<file path="config.mk">
export PLATFORM = sky130hd
export DESIGN_NAME = sorted_priority_queue
export DESIGN_NICKNAME = d
export VERILOG_FILES = /design/src/design/spq_pkg.sv /design/src/design/sorted_priority_queue.sv /design/src/design/spq_cell.sv
export SDC_FILE = /design/constraint.sdc
export NUM_CORES = 1
export LEC_CHECK = 0
export BUFFER_PORTS_ARGS = -buffer_cell sky130_fd_sc_hd__buf_2
export CAP_MARGIN = 20
export CORE_ASPECT_RATIO = 0.75
export CORE_MARGIN = 3
export CORE_UTILIZATION = 63
export DETAILED_ROUTE_END_ITERATION = 7
export MAX_ROUTING_LAYER = met4
export PLACE_DENSITY_LB_ADDON = 0.15
export SETUP_SLACK_MARGIN = 0.4
export SLEW_MARGIN = 15
export SYNTH_ARGS = -nofsm -noshare
export SYNTH_HDL_FRONTEND = slang
export SYNTH_SLANG_ARGS = --single-unit
</file>
<file path="constraint.sdc">
create_clock -name clk -period 4.06 [get_ports clk]
set_clock_uncertainty 0.15 [all_clocks]
set_input_delay 0.406 -clock clk [delete_from_list [all_inputs] [get_ports clk]]
set_output_delay 0.406 -clock clk [all_outputs]
set_load 0.1 [all_outputs]
</file>
<file path="src/design/spq_pkg.sv">
`timescale 1ns / 1ps
// Shared types for the sorted priority queue: operation codes, word formats,
// one stored entry and the control word broadcast to every cell. No dependencies.
package spq_pkg;

  typedef enum logic [1:0] {
    OP_INSERT     = 2'd0,
    OP_DEQUEUE    = 2'd1,
    OP_PEEK_FRONT = 2'd2,
    OP_PEEK_REAR  = 2'd3
  } spq_op_t;

  typedef struct packed {
    logic [1:0] func;
    logic [7:0] task_id;
    logic [7:0] prio;
  } spq_in_t;

  typedef struct packed {
    logic [7:0] out_task;
    logic       out_valid;
    logic       insert_dropped;
    logic [3:0] occupancy;
  } spq_out_t;

  typedef struct packed {
    logic [7:0] task_id;
    logic [7:0] prio;
  } spq_entry_t;

  // Broadcast to all cells for the word being accepted in this cycle.
  typedef struct packed {
    logic       ins;
    logic       deq;
    spq_entry_t item;
  } spq_ctl_t;

endpackage

</file>
<file path="src/design/sorted_priority_queue.sv">
`timescale 1ns / 1ps
// Top level of the sorted priority queue: a chain of spq_cell slots, the count,
// the rear task id copy and the result register. Depends on spq_pkg and spq_cell.
//
//   channel | signals                     | direction | word
//   input   | in_valid, in_ready, in_data  | in        | spq_in_t
//   output  | out_valid, out_ready, out_data | out     | spq_out_t
//
// Every operation completes in the cycle its word is accepted; its result is
// registered and shows in the next cycle, so one word per cycle is sustained
// while out_ready is high. The chain shifts all slots in parallel, so depth
// does not change the rate. in_ready drops only while a result waits and
// out_ready is low. Reset empties the queue at once; no clearing pass is needed.
module sorted_priority_queue #(
  parameter int DEPTH = 8
) (
  input  logic              clk,
  input  logic              rst,
  input  logic              in_valid,
  output logic              in_ready,
  input  spq_pkg::spq_in_t  in_data,
  output logic              out_valid,
  input  logic              out_ready,
  output spq_pkg::spq_out_t out_data
);
  import spq_pkg::*;

  localparam int CW = $clog2(DEPTH + 1);

  logic [CW-1:0]   count;
  logic [CW-1:0]   count_next;
  logic [CW+3:0]   occ_wide;
  logic [7:0]      rear_task;
  logic [7:0]      rear_task_next;
  logic            accept;
  logic            full;
  logic            empty;
  logic            any_gt;
  spq_ctl_t        ctl;
  spq_out_t        result;
  spq_entry_t      cell_entry [DEPTH];
  logic [DEPTH-1:0] cell_gt;

  assign accept   = in_valid && in_ready;
  assign in_ready = !out_valid || out_ready;
  assign full     = count == CW'(DEPTH);
  assign empty    = count == '0;
  assign any_gt   = |cell_gt;

  for (genvar i = 0; i < DEPTH; i++) begin : g_cell
    spq_entry_t left_e;
    spq_entry_t right_e;
    logic       left_g;

    if (i == 0) begin : g_first
      assign left_e = '0;
      assign left_g = 1'b0;
    end else begin : g_mid
      assign left_e = cell_entry[i-1];
      assign left_g = cell_gt[i-1];
    end

    if (i == DEPTH - 1) begin : g_last
      assign right_e = '0;
    end else begin : g_inner
      assign right_e = cell_entry[i+1];
    end

    spq_cell #(
      .IDX(i),
      .CW (CW)
    ) u_cell (
      .clk        (clk),
      .ctl        (ctl),
      .count      (count),
      .left_entry (left_e),
      .left_gt    (left_g),
      .right_entry(right_e),
      .entry      (cell_entry[i]),
      .gt         (cell_gt[i])
    );
  end

  always_comb begin
    ctl.ins          = 1'b0;
    ctl.deq          = 1'b0;
    ctl.item.task_id = in_data.task_id;
    ctl.item.prio    = in_data.prio;
    count_next       = count;
    rear_task_next   = rear_task;
    result           = '0;
    unique case (spq_op_t'(in_data.func))
      OP_INSERT: begin
        if (full) begin
          result.insert_dropped = 1'b1;
        end else begin
          ctl.ins    = accept;
          count_next = count + CW'(1);
          // The rear changes only when the new entry lands past every stored one.
          if (!any_gt) begin
            rear_task_next = in_data.task_id;
          end
        end
      end
      OP_DEQUEUE: begin
        if (!empty) begin
          ctl.deq          = accept;
          count_next       = count - CW'(1);
          result.out_task  = cell_entry[0].task_id;
          result.out_valid = 1'b1;
        end
      end
      OP_PEEK_FRONT: begin
        if (!empty) begin
          result.out_task  = cell_entry[0].task_id;
          result.out_valid = 1'b1;
        end
      end
      OP_PEEK_REAR: begin
        if (!empty) begin
          result.out_task  = rear_task;
          result.out_valid = 1'b1;
        end
      end
      default: begin
        result = '0;
      end
    endcase
    occ_wide         = {4'b0000, count_next};
    result.occupancy = occ_wide[3:0];
  end

  always_ff @(posedge clk) begin
    if (rst) begin
      count     <= '0;
      out_valid <= 1'b0;
    end else begin
      if (accept) begin
        count     <= count_next;
        out_valid <= 1'b1;
      end else if (out_ready) begin
        out_valid <= 1'b0;
      end
    end
  end

  always_ff @(posedge clk) begin
    if (accept) begin
      rear_task <= rear_task_next;
      out_data  <= result;
    end
  end

  a_count_bound: assert property (@(posedge clk) disable iff (rst)
    count <= CW'(DEPTH))
    else $error("entry count exceeds depth");

  a_full_drop: assert property (@(posedge clk) disable iff (rst)
    accept && (in_data.func == OP_INSERT) && full
    |=> out_data.insert_dropped && $stable(count))
    else $error("insert into full queue not dropped");

  a_deq_count: assert property (@(posedge clk) disable iff (rst)
    accept && (in_data.func == OP_DEQUEUE) && !empty
    |=> (count == $past(count) - CW'(1)) && out_data.out_valid)
    else $error("dequeue did not remove an entry");

  a_head_order: assert property (@(posedge clk) disable iff (rst)
    (count >= CW'(2)) |-> (cell_entry[0].prio <= cell_entry[1].prio))
    else $error("head entries out of order");

  a_ready_stall: assert property (@(posedge clk) disable iff (rst)
    !in_ready |-> out_valid)
    else $error("input stalled with no result waiting");

endmodule

</file>
<file path="src/design/spq_cell.sv">
`timescale 1ns / 1ps
// One slot of the sorted chain: holds an entry and trades it with its neighbors.
// Depends on spq_pkg.
module spq_cell #(
  parameter int IDX = 0,
  parameter int CW  = 4
) (
  input  logic               clk,
  input  spq_pkg::spq_ctl_t  ctl,
  input  logic [CW-1:0]      count,
  input  spq_pkg::spq_entry_t left_entry,
  input  logic               left_gt,
  input  spq_pkg::spq_entry_t right_entry,
  output spq_pkg::spq_entry_t entry,
  output logic               gt
);
  import spq_pkg::*;

  logic       occupied;
  logic       is_tail;
  spq_entry_t entry_next;

  assign occupied = count > CW'(IDX);
  assign is_tail  = count == CW'(IDX);

  // A stored entry with a strictly larger priority moves up for the new one.
  assign gt = occupied && (entry.prio > ctl.item.prio);

  always_comb begin
    entry_next = entry;
    if (ctl.ins) begin
      if (left_gt) begin
        entry_next = left_entry;
      end else if (gt || is_tail) begin
        entry_next = ctl.item;
      end
    end else if (ctl.deq) begin
      entry_next = right_entry;
    end
  end

  always_ff @(posedge clk) begin
    entry <= entry_next;
  end

endmodule
</file>
==> results_dict.tcl <==
set metrics [dict create \
    fin_crit_sh 0.843 \
    cts_num_sinks 155 \
    r2r-start "count[0]$_SDFFE_PP0P_" \
    power.density_mw_per_mm2 411 \
    postRouteAntennaNets 0 \
    finalPower_uw 4180 \
    worstSetupStartpointType "flip-flop" \
    core_sq_mm 0.0140 \
    ctsHoldBuffers 0 \
    tightest_slew_ns 1.09 \
    synth_nets 961 \
    hp-start "rst" \
    required_ns 3.96 \
    grt_usage 0.295 \
    die_w_um 146 \
    drt-total-wl_um 22900 \
    overflow 0 \
    hp-class "in2reg" \
    async_flop_share 0 \
    numCtsBuffers 17 \
    syn_area_per_cell_sq_um 10.6 \
    synth_area_sq_mm 0.00924 \
    die-area_sq_mm 0.0162 \
    yosysMostFrequentCell "edfxtp_1" \
    ios 38 \
    setup.worst_path.end_class "flip-flop" \
    maxCapViolCount 0 \
    h-tree-depth 4 \
    synthTopCellsByCount "edfxtp_1, nor2_1, mux2i_1" \
    ir_worst_vdd_v 0.000324 \
    start_util 0.659 \
    min_period_ns 3.42 \
    routed-via-count 7043 \
    dpl.hpwl_um 16000 \
    ys_seq_elements 155 \
    slew_viol_final 0 \
    utilization 0.725 \
    port-buffer-count 37 \
    ys_types 47 \
    whs_ns 0.0538 \
    clk_pin_slew_ns 0.06 \
    viasPerCell 6.44 \
    p_leak_uw 0.00440 \
    synth_top_area_frac 0.487 \
    yosysWarningCount 0 \
    finalHoldViolations 0 \
    fp.dieH_um 111 \
    crit_type "reg2reg" \
    setup_viol 0 \
    drive_gt1_frac 0.121 \
    drtPass1Iterations 6 \
    synthFlopType "edfxtp_1" \
    synthCells 868 \
    syn_to_final_growth_pct 10.0 \
    clockBufferDepth 2 \
    arrival_ns 3.32 \
    route.detailed.drc 0 \
    yosysSeqAreaShare 0.498 \
    grt_max_degree 97 \
    n_antenna_cell 0 \
    root_buffer "clkbuf_16" \
    nets 978 \
    synth_area_leader_cell "edfxtp_1" \
    clock.fmax_ghz 0.292 \
    critPathMaxFanout 16 \
    max_slew_margin 0.268 \
    rsz0062_at_grt "no" \
    antenna_found_initial 0 \
    cts_tree "done" \
    avgRoutedWirePerCell_um 21.0 \
    outcome "complete, no violations" \
    synthTopCellsByArea "edfxtp_1, mux2i_1, ha_1" \
    grt_pass1_wl_um 37000 \
    synth_edf_count 150 \
    startpoint "count[0]$_SDFFE_PP0P_" \
    std_cell_rows 37 \
    worstSkewPairLatency_ns 0.44 \
    grt_pass1_vias 6991 \
    drt-initial-drc-count 814 \
    fin_tns_setup_ns 0 \
    gp_congestion 0.961 \
]
[sequential cells by signal, summed over array words and instances, names as in the netlist]
register,cells
out_valid,1
rear_task,8
g_cell.u_cell.entry,128
out_data,14
count,4
[routing by layer]
layer,vias to the layer above,GRT usage,share of wire
met5,-,-,0
met4,0,0.0968,0.021
met3,43,0.0507,0.064
met2,321,0.469,0.48
met1,3442,0.389,0.43
li1,3237,-,-
[metrics by stage]
stage	setup slack, ns	instance area (sq um)	instances
6_report	0.638	10200	1093
2_1_floorplan	0.572	9260	868
3_3_place_gp	0.573	9570	1059
5_1_grt	0.435	10200	1093
3_5_place_dp	0.463	9570	1059
4_1_cts	0.460	10100	1091
[cells in the final DEF, fill, tap and decap left out, types with 15 or more instances in the layout]
cell / instances
inv_1: 21
buf_2: 37
edfxtp_1: 150
nand4_1: 15
ha_1: 71
a21oi_1: 103
nand2_1: 77
nor2_1: 114
mux2i_1: 106
buf_4: 17
o21ai_0: 44
clkbuf_16: 17
[report_power, final]
group          total [uW]  switching, uW  internal [uW]
Combinational         707            480            226
Sequential           1910           54.6           1860
Clock                1560            704            856
Total                4180           1240           2940
[worst max-delay path, cell delays in order (launching register included)]
cell	delay [ns]
dfxtp_1	0.56
inv_1	0.21
ha_1	0.32
and2b_1	0.27
a21boi_2	0.27
o221ai_1	0.16
buf_4	0.23
a31oi_2	0.86
[layout make-up]
type / instances / area [sq um]
fill: 1004 / 3860
tap: 195 / 244
clock inverter: 14 / 135
multi-input combinational: 632 / 4320
clock buffer: 18 / 429
sequential: 155 / 4610
inverter: 22 / 82.6
timing repair buffer: 57 / 359
[kinds of logic after synthesis]
| group | share of synthesized area |
|---|---|
| AOI/OAI and AO/OA | 0.135 |
| adders and majority gates | 0.0961 |
| buffers and inverters | 0.0463 |
| DFF | 0.498 |
| muxes | 0.115 |
| and+or+nand+nor | 0.109 |
[repair_timing]
item | in CTS | in global routing
setup buffers | 0 | 0
resized for setup | 0 | 1
endpoints found under the setup margin | 0 | 24
[final timing paths]
kind              cells after the start                                   to  slack [ns]
hold reg to reg                       2               out_valid$_SDFFE_PP0P_        0.35
setup / recovery                      7  g_cell[4].u_cell.entry[9]$_DFFE_PP_        0.64
setup reg to reg                      7  g_cell[4].u_cell.entry[9]$_DFFE_PP_        0.64
hold / removal                        2               out_valid$_SDFFE_PP0P_        0.05
(Power assumes the default switching activity.)
